==> src/rtl/rfrf_pkg.sv <==
`timescale 1ns / 1ps
// ----------------------------------------------------------------------------
// rfrf_pkg
// shared codes and command/status types for the chord root finder
// ----------------------------------------------------------------------------
package rfrf_pkg;

  localparam logic [2:0] ST_FOUND  = 3'd0;
  localparam logic [2:0] ST_NEED   = 3'd1;
  localparam logic [2:0] ST_ORDER  = 3'd2;
  localparam logic [2:0] ST_EQUAL  = 3'd3;
  localparam logic [2:0] ST_NOROOT = 3'd4;

  localparam logic CMD_START = 1'b0;
  localparam logic CMD_VALUE = 1'b1;

  localparam logic [0:0] REG_TOLERANCE  = 1'b0;
  localparam logic [0:0] REG_ITER_LIMIT = 1'b1;

  localparam logic [30:0] TOL_RESET   = 31'd66;
  localparam logic [23:0] LIMIT_RESET = 24'd10000000;

  // controller to datapath
  typedef struct packed {
    logic load_start;  // latch start item into the working ends
    logic load_value;  // latch value item into the value register
    logic update_end;  // replace the end on the matching sign side
    logic chord_go;    // launch the chord division
    logic take_point;  // capture divider result as the chord point
    logic clr_count;
    logic inc_count;
  } rfrf_cmd_t;

  // datapath to controller
  typedef struct packed {
    logic start_order;
    logic start_equal;
    logic start_noroot;
    logic start_hi_tol;
    logic start_lo_tol;
    logic val_below;    // |f| < tol
    logic val_above;    // |f| > tol
    logic count_zero;
    logic count_at_lim;
    logic side_lo;      // f not same sign as hi value
    logic side_hi;      // f not same sign as lo value
    logic upd_equal;    // ends' values too close after update
    logic chord_done;
  } rfrf_sts_t;

endpackage

==> src/rtl/rfrf_divider.sv <==
`timescale 1ns / 1ps
// ----------------------------------------------------------------------------
// rfrf_divider
// restoring divider, one quotient bit per cycle, 2W/W with saturation
// ----------------------------------------------------------------------------
module rfrf_divider #(
  parameter int W = 32
) (
  input  logic           clk,
  input  logic           rst,
  input  logic           go,
  input  logic [2*W-1:0] num,
  input  logic [W-1:0]   den,
  output logic           busy,
  output logic           done,
  output logic [W-1:0]   quo
);

  localparam int CW = $clog2(W + 1);

  logic [W-1:0]  rem;
  logic [W-1:0]  lo;
  logic [CW-1:0] cnt;
  logic          sat;
  logic [W:0]    shifted;
  logic          sub_ok;

  assign shifted = {rem, lo[W-1]};
  assign sub_ok  = shifted >= {1'b0, den};

  always_ff @(posedge clk) begin
    if (rst) begin
      busy <= 1'b0;
      done <= 1'b0;
      cnt  <= '0;
    end else begin
      done <= 1'b0;
      if (go) begin
        rem  <= num[2*W-1:W];
        lo   <= num[W-1:0];
        quo  <= '0;
        sat  <= num[2*W-1:W] >= den;
        cnt  <= CW'(W);
        busy <= 1'b1;
      end else if (busy) begin
        if (sub_ok) begin
          rem <= W'(shifted - {1'b0, den});
        end else begin
          rem <= shifted[W-1:0];
        end
        lo  <= {lo[W-2:0], 1'b0};
        // quotient saturates when the high half already reaches the divisor
        quo <= (cnt == CW'(1) && sat) ? '1 : {quo[W-2:0], sub_ok};
        cnt <= cnt - CW'(1);
        if (cnt == CW'(1)) begin
          busy <= 1'b0;
          done <= 1'b1;
        end
      end
    end
  end

endmodule

==> src/rtl/rfrf_datapath.sv <==
`timescale 1ns / 1ps
// ----------------------------------------------------------------------------
// rfrf_datapath
// interval registers, tests, chord multiply and divide
// ----------------------------------------------------------------------------
module rfrf_datapath #(
  parameter int W = 32
) (
  input  logic                 clk,
  input  logic                 rst,
  input  rfrf_pkg::rfrf_cmd_t  cmd,
  output rfrf_pkg::rfrf_sts_t  sts,
  input  logic [30:0]          tolerance,
  input  logic [23:0]          iteration_limit,
  input  logic [31:0]          in_a,
  input  logic [31:0]          in_b,
  input  logic [31:0]          in_fa,
  input  logic [31:0]          in_fb,
  input  logic [31:0]          in_f,
  output logic [31:0]          point,
  output logic [31:0]          start_a,
  output logic [31:0]          start_b,
  output logic [23:0]          iteration_count
);

  logic signed [W-1:0] lo_end, hi_end, lo_value, hi_value, chord_point, fval;
  logic signed [W-1:0] a_w, b_w, fa_w, fb_w;
  logic [W:0]          tol_w;

  function automatic logic signed [W-1:0] wrap(input logic [31:0] x);
    logic signed [63:0] e;
    e = 64'(signed'(x));
    return e[W-1:0];
  endfunction

  function automatic logic [W:0] mag(input logic signed [W-1:0] x);
    logic signed [W:0] e;
    e = (W+1)'(x);
    return e < 0 ? (W+1)'(-e) : (W+1)'(e);
  endfunction

  function automatic logic [W:0] adiff(input logic signed [W-1:0] y,
                                       input logic signed [W-1:0] x);
    logic signed [W+1:0] d;
    d = (W+2)'(y) - (W+2)'(x);
    return d < 0 ? (W+1)'(-d) : (W+1)'(d);
  endfunction

  function automatic logic ssn(input logic signed [W-1:0] x,
                               input logic signed [W-1:0] y);
    return (x > 0 && y > 0) || (x < 0 && y < 0);
  endfunction

  assign a_w   = wrap(in_a);
  assign b_w   = wrap(in_b);
  assign fa_w  = wrap(in_fa);
  assign fb_w  = wrap(in_fb);
  assign tol_w = (W >= 31) ? (W+1)'(tolerance) : ((tolerance >> W) != 0 ? '1 : (W+1)'(tolerance));

  // start tests straight off the input beat
  assign sts.start_order  = a_w > b_w;
  assign sts.start_equal  = adiff(fb_w, fa_w) < tol_w;
  assign sts.start_noroot = ssn(fa_w, fb_w);
  assign sts.start_hi_tol = mag(fb_w) < tol_w;
  assign sts.start_lo_tol = mag(fa_w) < tol_w;

  assign sts.val_below    = mag(fval) < tol_w;
  assign sts.val_above    = mag(fval) > tol_w;
  assign sts.count_zero   = iteration_count == '0;
  assign sts.count_at_lim = iteration_count >= iteration_limit;
  assign sts.side_lo      = !ssn(fval, hi_value);
  assign sts.side_hi      = !ssn(fval, lo_value);
  assign sts.upd_equal    = adiff(hi_value, lo_value) < tol_w;

  // chord: prepare, multiply (registered), divide, finish
  logic [W-1:0]   span, den, mfa;
  logic           zero_case, q_neg;
  logic [2*W-1:0] prod;
  logic [1:0]     phase;
  logic           div_go, div_busy, div_done;
  logic [W-1:0]   quo, qlim;
  logic [W:0]     den_full;

  assign span     = W'(hi_end) - W'(lo_end);
  assign den_full = adiff(hi_value, lo_value);
  assign qlim     = quo > span ? span : quo;

  always_ff @(posedge clk) begin
    if (rst) begin
      phase  <= 2'd0;
      div_go <= 1'b0;
    end else begin
      div_go <= 1'b0;
      case (phase)
        2'd0: begin
          if (cmd.chord_go) begin
            phase <= 2'd1;
          end
        end
        2'd1: begin
          den       <= den_full[W-1:0];
          mfa       <= W'(mag(lo_value));
          zero_case <= (den_full == '0) || (lo_value == '0);
          q_neg     <= (lo_value < 0) != (hi_value < lo_value);
          phase     <= 2'd2;
        end
        2'd2: begin
          prod   <= (2*W)'(mfa) * (2*W)'(span);
          div_go <= 1'b1;
          phase  <= 2'd3;
        end
        default: begin
          if (div_done) begin
            phase <= 2'd0;
          end
        end
      endcase
    end
  end

  rfrf_divider #(.W(W)) u_div (
    .clk (clk), .rst (rst), .go (div_go), .num (prod),
    .den (zero_case ? W'(1) : den),
    .busy (div_busy), .done (div_done), .quo (quo)
  );

  assign sts.chord_done = div_done && !div_busy;

  always_ff @(posedge clk) begin
    if (rst) begin
      lo_end <= '0; hi_end <= '0; lo_value <= '0; hi_value <= '0;
      chord_point <= '0; iteration_count <= '0;
    end else begin
      if (cmd.load_start) begin
        lo_end <= a_w; hi_end <= b_w; lo_value <= fa_w; hi_value <= fb_w;
      end
      if (cmd.load_value) begin
        fval <= wrap(in_f);
      end
      if (cmd.update_end) begin
        if (sts.side_lo) begin
          lo_end <= chord_point; lo_value <= fval;
        end else begin
          hi_end <= chord_point; hi_value <= fval;
        end
      end
      if (cmd.take_point) begin
        chord_point <= (zero_case || !q_neg || quo == '0) ? lo_end
                       : $signed(W'(lo_end) + qlim);
      end
      if (cmd.clr_count) begin
        iteration_count <= '0;
      end else if (cmd.inc_count) begin
        iteration_count <= iteration_count + 24'd1;
      end
    end
  end

  // ends found at once are reported as wrapped words
  assign point   = 32'(chord_point);
  assign start_a = 32'(a_w);
  assign start_b = 32'(b_w);

endmodule

==> src/rtl/rfrf_ctrl.sv <==
`timescale 1ns / 1ps
// ----------------------------------------------------------------------------
// rfrf_ctrl
// sequencer: decides each beat, runs the chord, drives the result register
// ----------------------------------------------------------------------------
module rfrf_ctrl (
  input  logic                 clk,
  input  logic                 rst,
  input  logic                 in_valid,
  output logic                 in_ready,
  input  logic                 in_cmd,
  input  rfrf_pkg::rfrf_sts_t  sts,
  output rfrf_pkg::rfrf_cmd_t  cmd,
  input  logic [31:0]          point,
  input  logic [31:0]          start_a,
  input  logic [31:0]          start_b,
  input  logic [23:0]          iteration_count,
  output logic                 out_valid,
  input  logic                 out_ready,
  output logic [2:0]           out_status,
  output logic [31:0]          out_point,
  output logic [23:0]          out_iter
);

  localparam logic [2:0] S_IDLE  = 3'd0;
  localparam logic [2:0] S_VAL   = 3'd1;
  localparam logic [2:0] S_UPD   = 3'd2;
  localparam logic [2:0] S_CHORD = 3'd3;
  localparam logic [2:0] S_WAIT  = 3'd4;

  logic [2:0] state;
  logic       searching;
  logic       chord_inc;
  logic       take;
  logic       searching_pulse;

  assign take     = in_valid && in_ready;
  // the chord result goes out via searching_pulse, registered from take_point; hold input off till then
  assign in_ready = (state == S_IDLE) && !out_valid && !searching_pulse;

  always_comb begin
    cmd = '0;
    cmd.load_start = take && in_cmd == rfrf_pkg::CMD_START;
    cmd.load_value = take && in_cmd == rfrf_pkg::CMD_VALUE;
    cmd.clr_count  = cmd.load_start;
    cmd.update_end = state == S_UPD && !sts.count_at_lim && sts.val_above
                     && (sts.side_lo || sts.side_hi);
    cmd.chord_go   = (state == S_CHORD) && !(chord_inc && sts.upd_equal);
    cmd.take_point = state == S_WAIT && sts.chord_done;
    cmd.inc_count  = cmd.take_point && chord_inc;
  end

  always_ff @(posedge clk) begin
    if (rst) begin
      state      <= S_IDLE;
      searching  <= 1'b0;
      out_valid  <= 1'b0;
      chord_inc  <= 1'b0;
    end else begin
      if (out_valid && out_ready) begin
        out_valid <= 1'b0;
      end
      case (state)
        S_IDLE: begin
          if (take && in_cmd == rfrf_pkg::CMD_START) begin
            if (sts.start_order) begin
              out_status <= rfrf_pkg::ST_ORDER; out_point <= '0; out_iter <= '0;
              out_valid <= 1'b1; searching <= 1'b0;
            end else if (sts.start_equal) begin
              out_status <= rfrf_pkg::ST_EQUAL; out_point <= '0; out_iter <= '0;
              out_valid <= 1'b1; searching <= 1'b0;
            end else if (sts.start_noroot) begin
              out_status <= rfrf_pkg::ST_NOROOT; out_point <= '0; out_iter <= '0;
              out_valid <= 1'b1; searching <= 1'b0;
            end else if (sts.start_hi_tol) begin
              out_status <= rfrf_pkg::ST_FOUND; out_point <= start_b; out_iter <= '0;
              out_valid <= 1'b1; searching <= 1'b0;
            end else if (sts.start_lo_tol) begin
              out_status <= rfrf_pkg::ST_FOUND; out_point <= start_a; out_iter <= '0;
              out_valid <= 1'b1; searching <= 1'b0;
            end else begin
              chord_inc <= 1'b0;
              state     <= S_CHORD;
            end
          end else if (take) begin
            state <= S_VAL;
          end
        end
        S_VAL: begin
          state <= S_IDLE;
          if (!searching) begin
            out_status <= rfrf_pkg::ST_NOROOT; out_point <= '0; out_iter <= '0;
            out_valid <= 1'b1;
          end else if (sts.count_zero && sts.val_below) begin
            out_status <= rfrf_pkg::ST_FOUND; out_point <= point; out_iter <= '0;
            out_valid <= 1'b1; searching <= 1'b0;
          end else if (sts.val_above && !sts.count_at_lim) begin
            if (sts.side_lo || sts.side_hi) begin
              state <= S_UPD;
            end else begin
              out_status <= rfrf_pkg::ST_NOROOT; out_point <= '0; out_iter <= '0;
              out_valid <= 1'b1; searching <= 1'b0;
            end
          end else if (sts.count_at_lim) begin
            out_status <= rfrf_pkg::ST_NOROOT; out_point <= '0; out_iter <= '0;
            out_valid <= 1'b1; searching <= 1'b0;
          end else begin
            out_status <= rfrf_pkg::ST_FOUND; out_point <= point;
            out_iter <= iteration_count; out_valid <= 1'b1; searching <= 1'b0;
          end
        end
        S_UPD: begin
          // ends were replaced this cycle, closeness test next
          state <= S_CHORD;
          chord_inc <= 1'b1;
        end
        S_CHORD: begin
          if (chord_inc && sts.upd_equal) begin
            out_status <= rfrf_pkg::ST_EQUAL; out_point <= '0; out_iter <= '0;
            out_valid <= 1'b1; searching <= 1'b0; state <= S_IDLE;
          end else begin
            state <= S_WAIT;
          end
        end
        S_WAIT: begin
          if (sts.chord_done) begin
            state     <= S_IDLE;
            searching <= 1'b1;
          end
        end
        default: state <= S_IDLE;
      endcase
      // result emitted on searching_pulse, which is registered from take_point
      if (state == S_IDLE && searching_pulse) begin
        out_status <= rfrf_pkg::ST_NEED; out_point <= point;
        out_iter <= '0; out_valid <= 1'b1;
      end
    end
  end

  always_ff @(posedge clk) begin
    if (rst) begin
      searching_pulse <= 1'b0;
    end else begin
      searching_pulse <= cmd.take_point;
    end
  end

  assert property (@(posedge clk) disable iff (rst) !(in_ready && state != S_IDLE))
    else $error("ready outside idle");
  assert property (@(posedge clk) disable iff (rst) cmd.take_point |=> state == S_IDLE)
    else $error("chord finish not back to idle");
  assert property (@(posedge clk) disable iff (rst)
    (state == S_VAL) |-> $past(cmd.load_value))
    else $error("value state without value beat");

endmodule

==> src/rtl/regula_falsi_root_finder_top.sv <==
`timescale 1ns / 1ps
// ----------------------------------------------------------------------------
// regula_falsi_root_finder_top
// chord root finder over an outside function evaluator
// ----------------------------------------------------------------------------
// one item at a time: the next beat is taken once the result beat has gone.
// errors and immediate finds put out their result without the divider; a chord
// point, after a start beat or after a value beat that moves an end, waits
// for the one-bit-a-cycle divider forming fa*(b-a)/(fb-fa)
module regula_falsi_root_finder_top #(
  parameter int WORD_BITS = 32
) (
  input  logic         clk,
  input  logic         rst,
  input  logic         s_tvalid,
  output logic         s_tready,
  input  logic [159:0] s_tdata,  // left_end, right_end, value_left, value_right,
                                 // value_at_point
  input  logic         s_tuser,  // cmd
  output logic         m_tvalid,
  input  logic         m_tready,
  output logic [63:0]  m_tdata,  // status, point, iterations, 5 zero bits
  input  logic         cfg_valid,
  output logic         cfg_ready,
  input  logic [0:0]   cfg_index,
  input  logic [31:0]  cfg_data
);

  logic [30:0] tolerance;
  logic [23:0] iteration_limit;
  rfrf_pkg::rfrf_cmd_t cmd;
  rfrf_pkg::rfrf_sts_t sts;
  logic [31:0] point, sa, sb;
  logic [23:0] icount;
  logic [2:0]  o_st;
  logic [31:0] o_pt;
  logic [23:0] o_it;

  assign cfg_ready = 1'b1;
  always_ff @(posedge clk) begin
    if (rst) begin
      tolerance       <= rfrf_pkg::TOL_RESET;
      iteration_limit <= rfrf_pkg::LIMIT_RESET;
    end else if (cfg_valid) begin
      if (cfg_index == rfrf_pkg::REG_TOLERANCE) begin
        tolerance <= cfg_data[30:0];
      end else begin
        iteration_limit <= cfg_data[23:0];
      end
    end
  end

  rfrf_datapath #(.W(WORD_BITS)) u_dp (
    .clk (clk), .rst (rst), .cmd (cmd), .sts (sts),
    .tolerance (tolerance), .iteration_limit (iteration_limit),
    .in_a (s_tdata[31:0]), .in_b (s_tdata[63:32]), .in_fa (s_tdata[95:64]),
    .in_fb (s_tdata[127:96]), .in_f (s_tdata[159:128]),
    .point (point), .start_a (sa), .start_b (sb), .iteration_count (icount)
  );

  rfrf_ctrl u_ctrl (
    .clk (clk), .rst (rst), .in_valid (s_tvalid), .in_ready (s_tready),
    .in_cmd (s_tuser), .sts (sts), .cmd (cmd), .point (point),
    .start_a (sa), .start_b (sb), .iteration_count (icount),
    .out_valid (m_tvalid), .out_ready (m_tready),
    .out_status (o_st), .out_point (o_pt), .out_iter (o_it)
  );

  assign m_tdata = {5'd0, o_it, o_pt, o_st};

endmodule

==> config.mk <==
export PLATFORM = sky130hd
export DESIGN_NAME = regula_falsi_root_finder_top
export DESIGN_NICKNAME = d
export VERILOG_FILES = /design/src/rtl/rfrf_pkg.sv /design/src/rtl/rfrf_divider.sv /design/src/rtl/rfrf_datapath.sv /design/src/rtl/rfrf_ctrl.sv /design/src/rtl/regula_falsi_root_finder_top.sv
export SDC_FILE = /design/constraint.sdc
export NUM_CORES = 2
export LEC_CHECK = 0
export BUFFER_PORTS_ARGS = -buffer_cell sky130_fd_sc_hd__buf_2
export CAP_MARGIN = 20
export CORE_MARGIN = 2
export CORE_UTILIZATION = 54
export CTS_CLUSTER_SIZE = 40
export DETAILED_ROUTE_END_ITERATION = 16
export GPL_ROUTABILITY_DRIVEN = 0
export PLACE_DENSITY = 0.82
export SETUP_SLACK_MARGIN = 0.02
export SYNTH_ARGS = -nofsm -noshare
export SYNTH_HDL_FRONTEND = slang
export SYNTH_HIERARCHICAL = 1
export SYNTH_SLANG_ARGS = --single-unit
==> constraint.sdc <==
create_clock -name clk -period 13.2 [get_ports clk]
set_clock_uncertainty 0.15 [all_clocks]
set_input_delay 2.64 -clock clk [delete_from_list [all_inputs] [get_ports clk]]
set_output_delay 2.64 -clock clk [all_outputs]
set_load 0.02 [all_outputs]
* Yosys cells after proc, flatten, opt, wreduce, memory -nomap -nowiden *
Cells that the tools add are included.

storage, ports and cells
  output and inout port bits = 67
  input port bits = 199
  word-level logic and storage cells = 297
  register bits after elaboration = 575

operators by class
  equality and inequality tests = 28
  bitwise operators = 4
  $mul = 1
  reduce and logical (&&, ||, !) cells = 65
  multiplexer cells = 126
  add/subtract/negate cells = 13
  magnitude comparators = 28

operators with widths
  operator                                                      count
  two-way mux 32 bit                                            36
  less-than comparator 32 x 1 -> 1 bit (second input constant)  9
  two-way mux 24 bit                                            12
  less-than comparator 33 x 31 -> 1 bit                         5
  two-way mux 33 bit                                            5
  > comparator 32 x 1 -> 1 bit (second input constant)          5
  negator 32 -> 33 bit                                          3
  case mux 32 bit (3 select lines)                              1
  two-way mux 3 bit                                             24
  case mux 24 bit (3 select lines)                              1
  less-than comparator 33 x 1 -> 1 bit (second input constant)  2
  negator 33 bit                                                2
  subtractor 32 x 32 -> 33 bit                                  2
  > comparator 32 bit                                           2
  zero test 32 bit                                              2
  multiplier 32 x 32 -> 64 bit                                  1
  subtractor 32 bit                                             2
  two-way mux 1 bit                                             36
  greater-or-equal comparator 33 x 32 -> 1 bit                  1
  > comparator 33 x 31 -> 1 bit                                 1
  zero test 33 bit                                              1
  adder 32 bit                                                  1
  greater-or-equal comparator 32 bit                            1
  less-than comparator 32 bit                                   1
  other kinds (40)                                              109

* Logic depth before layout (Yosys ltp) *
  depth in word-level cells = 11
  depth in mapped cells = 47
  mapped depth without buffers = 46

* Modules after synthesis *
Netlist, hierarchy kept.

modules (own cells, without submodules)
  module                        times used  seq. area each (um^2)  cells each  area each (um^2)
  rfrf_datapath                 1           8608.3                 7407        64344.2
  rfrf_divider                  1           3072.9                 704         7006.7
  rfrf_ctrl                     1           1911.8                 280         3248.1
  regula_falsi_root_finder_top  1           1101.1                 229         2397.3

* Worst setup path after synthesis *
OpenSTA, ideal clock, no wires.

  path type = input -> register
  start point = input s_tdata[83]
  end point = register u_ctrl.out_iter[0] (enable)
  cell stages on the path = 34
  arrival = 10.273 ns
  buffers on the path = 3
  library setup time = 0.469 ns
  setup slack = 2.308 ns
  data required time = 12.581 ns
  cells stage by stage = clkbuf_1 -> inv_1 -> ha_1 -> clkbuf_1 -> nand2_1 -> o21ai_0 -> a21o_1 -> a21oi_1 -> o21bai_1 -> a21o_1 -> o21ai_0 -> a21boi_0 -> o21ai_0 -> a31oi_1 -> clkbuf_1 -> nor2_1 -> xnor2_1 -> ha_1 -> o21ai_0 -> nand2b_1 -> a21oi_1 -> nor2b_1 -> o21ai_0 -> a21oi_1 -> nor4_1 -> nor4_1 -> o21ai_0 -> a211oi_1 -> a211o_1 -> a21oi_1 -> nor4_2 -> a21oi_4 -> o22ai_1 -> a211oi_2

RTL lines
  item                  RTL line                            text
  start, declared       regula_falsi_root_finder_top.sv:17  input logic [159:0] s_tdata,
  end signal, assigned  rfrf_ctrl.sv:67                     out_status <= rfrf_pkg::ST_ORDER; out_point <= '0; out_iter <= '0;
  end signal, assigned  rfrf_ctrl.sv:70                     out_status <= rfrf_pkg::ST_EQUAL; out_point <= '0; out_iter <= '0;
  end signal, assigned  rfrf_ctrl.sv:73                     out_status <= rfrf_pkg::ST_NOROOT; out_point <= '0; out_iter <= '0;
  end, declared         rfrf_ctrl.sv:22                     output logic [23:0] out_iter

* Worst setup path in the final report *
  start point = register u_dp.hi_end[0]
  end point = register u_dp.prod[63], data pin

on the way
  cells in the longest elaborated chain, start to end = 2

RTL lines
  item                          RTL line              text
  start, declared               rfrf_datapath.sv:26   logic signed [W-1:0] lo_end, hi_end, lo_value, hi_value, chord_point, fval;
  start signal, assigned        rfrf_datapath.sv:135  lo_end <= a_w; hi_end <= b_w; lo_value <= fa_w; hi_value <= fb_w;
  start signal, assigned        rfrf_datapath.sv:144  hi_end <= chord_point; hi_value <= fval;
  subtractor 32 bit             rfrf_datapath.sv:84   assign span = W'(hi_end) - W'(lo_end);
  multiplier 32 x 32 -> 64 bit  rfrf_datapath.sv:108  prod <= (2*W)'(mfa) * (2*W)'(span);
  end signal, assigned          rfrf_datapath.sv:108
  end, declared                 rfrf_datapath.sv:78   logic [2*W-1:0] prod;

No other way between the ends.
A chain may end at the register's enable or synchronous reset.

==> run metrics <==
sequential area share after synthesis=19.08%; Slew @ Worst Pin=between 1000 and 1500 ps; layout cells sized above 1=7.364%; synth top area cells=fa_1 23%, edfxtp_1 12%, ha_1 11%, dfxtp_1 6.7%, inv_1 6.2%; clk_lat worst skew=between 700 and 800 ps; H-tree depth=2; IO Port Bufs=about 260; Detailed Place HPWL=about 170,000 um; Hold WC Path Type=flip-flop to flip-flop; Die Span X=381.6 um; crit path max fanout=15; Worst Hold End=iteration_limit[12]; die area=around 150,000 um^2; DR DRC count=0; post-route insts no fill=approximately 11,000; vias=between 60,000 and 70,000; Total GRT Usage=about 30%; WHS Path Cells=1; gr ovfl total=0; top_reg_cell synth=edfxtp_1; FF-to-FF End=u_dp/prod[63]; Synth Register Bits=575; Final min period=12,500 ps; vias per cell=between 6 and 7; Boundary Pins=266; Worst setup EP type=flip-flop; synthesized netlist cell count=roughly 8,600; first-pass GRT wire length=348,500 um; Avg WL per Cell=approximately 21 um; CP required=approximately 13,000 ps; vias in the first global route=65,370; DRT Pass-1 Iters=7; row cnt=around 140; Starting Density=around 54%; Max Fclk=0.08000 GHz; setup TNS=0 ps; CTS max path bufs=3; total clock sinks=575; Ys Warns=6; clock buffers created by TritonCTS=60; Final Cycle Share=between 90% and 100%; slew margin rel.=18.49%; root buffer cell=clkbuf_16; die height=around 380 um; post-CTS setup buffers=0; post-place setup slack=679.0 ps; number of cells on the worst reg-to-reg path=41; antenna-violating nets left=0; slowest stage cell, crit path=xor2_2; Starting DRT DRC Count=about 6,100; RSZ-0062 raised after global routing=no; CP arrival=12,780 ps; Finished Core Util=between 50% and 60%; fin nets=10,380; DP Cell Count=~10,000; WL final=218,800 um; worst setup slack after layout=about 700 ps; count of buffer and inverter cells on the critical path=4; Core Area=approximately 140,000 um^2; CTS tree=yes; Worst Setup Path Type=flip-flop to flip-flop; top-area cell type share of the netlist area=a little under a quarter; Area Overhead vs Synth=6.325%; delay-heaviest family, CP=adder cells; pins over their slew limit=0; min-delay src=iteration_limit[12]; antenna violations before repair=14; Setup Viol. Count Final=0; CTS clk-pin slew, worst paths=70 ps; EDFF count, synth=~320; Hold Fails Final Rpt=0; most used cell, CP=fa_1; status=complete, no violations; Setup crit start kind=flip-flop; cell taking the most area after synthesis=fa_1; Post-synth ARST share=0%; Max Cap Viol=0; post-synth cell types=between 100 and 150; r2r startpoint=u_dp/hi_end[0]; Post-Syn Area=between 70,000 and 80,000 um^2; Avg Synthesized Cell Area=between 8 and 9 um^2; worst reg2reg setup slack=700 ps; slowest stage delay, CP=between 700 and 800 ps; largest net degree at the start of global routing=110
-- per-stage QoR --
| stage | cell area [um^2] | hold slack, ps |
|---|---|---|
| 2_1_floorplan | 77010 | 285.4 |
| 3_3_place_gp | 79540 | 298.6 |
| 3_5_place_dp | 79540 | 301.6 |
| 4_1_cts | 81820 | 315.4 |
| 5_1_grt | 81860 | 324.1 |
| 6_report | 81870 | 317.4 |
-- layout make-up --
| cell class | count | area [um^2] |
|---|---|---|
| Clock inverter | 26 | 424.2 |
| Inverter | 1280 | 4805 |
| Multi-Input combinational cell | 6289 | 55600 |
| Timing Repair Buffer | 365 | 2103 |
| Clock buffer | 88 | 1851 |
| Antenna cell | 8 | 20.02 |
| Sequential cell | 575 | 14700 |
| Tap cell | 1890 | 2365 |
| Fill cell | 11640 | 59720 |
-- cell families (layout without fill, tap and decap cells) --
group | after synthesis | count (layout) | share of synthesized area, %
AOI/OAI and AO/OA | 1438 | 1438 | 12.44
xor gates and xnor gates | 363 | 363 | 4.129
adders and majority gates | 1608 | 1608 | 34.92
buffers and inverters | 1760 | 1759 | 9.159
DFF | 575 | 575 | 19.08
muxes | 248 | 248 | 3.294
other | 2 | 14 | 0.009754
and+or+nand+nor | 2626 | 2626 | 16.97
-- synthesized netlist by cell type, drive strengths merged (10+ instances only) --
library cell and count:
o41ai 24, fa 901, o31a 10, a211o 18, nand4 90, and2 429
a2111oi 15, o211ai 50, nor4 53, nor2b 164, a21oi 304, o21ai 323
ha 707, nand4bb 15, nand2b 145, a211oi 175, a41oi 12, xor2 105
xnor2 258, and3 49, mux2i 208, a31oi 43, clkbuf 357, or2 22
or4 28, nor3b 14, nor2 486, o31ai 43, a21o 219, nand3 85
buf 122, or3 38, nor3 73, o2111ai 10, inv 1279, nand2 897
dfxtp 257, mux2 40, nand3b 10, edfxtp 318, a21boi 13, o21bai 32
o21a 59
-- per-layer routing --
metal	track usage, %	wire length (um)
met5	0	111
met4	15.35	12670
met3	7.500	24340
met2	47.97	99960
met1	37.04	81750
-- how the worst max path moves through the flow --
stage / startpoint / endpoint / cells after the start
floorplan: s_tdata[83] / u_ctrl/out_iter[0] / 34
detailed placement: u_dp/lo_end[2] / u_dp/prod[59] / 40
global placement: u_dp/lo_end[2] / u_dp/prod[59] / 40
CTS: u_dp/lo_end[2] / u_dp/prod[63] / 40
global route: u_dp/lo_end[2] / u_dp/prod[63] / 40
finish: u_dp/hi_end[0] / u_dp/prod[63] / 41
-- worst register-to-register path, delay by kind of cell, from the launching register on --
kind                       cells  cell delay [ps]
AOI/OAI and AO/OA             20             4900
xor gates and xnor gates       2              960
adders and majority gates     11             4960
buffers and inverters          4              210
DFF                            1              340
and+or+nand+nor                4              660
-- placed cells by master, fill, tap and decap left out, types with 174 or more instances in the layout --
master / count
inv_1: 1278
xnor2_1: 244
nor2_1: 481
dfxtp_1: 256
edfxtp_1: 318
nand2_1: 894
mux2i_1: 207
o21ai_0: 267
a21oi_1: 300
a211oi_1: 174
buf_2: 257
and2_1: 424
ha_1: 707
fa_1: 901
a21o_1: 216
-- flip-flops by register name, indices dropped and copies added (netlist names), 31 cells and up --
register          cells
tolerance            31
u_ctrl/out_point     32
u_dp/den             32
u_dp/fval            32
u_dp/hi_end          32
u_dp/hi_value        32
u_dp/lo_end          32
u_dp/lo_value        32
u_dp/mfa             32
u_dp/point           32
u_dp/prod            64
u_dp/u_div/lo        32
u_dp/u_div/quo       32
u_dp/u_div/rem       32
-- timing repair --
action,in CTS,in global routing
endpoints found under the hold margin,0,0
setup endpoints to repair,0,3
resized for setup,0,4
hold buffers,0,0
Power is not shown: default switching activity piles up to over one toggle a cycle in this logic, so the estimate is an artifact.
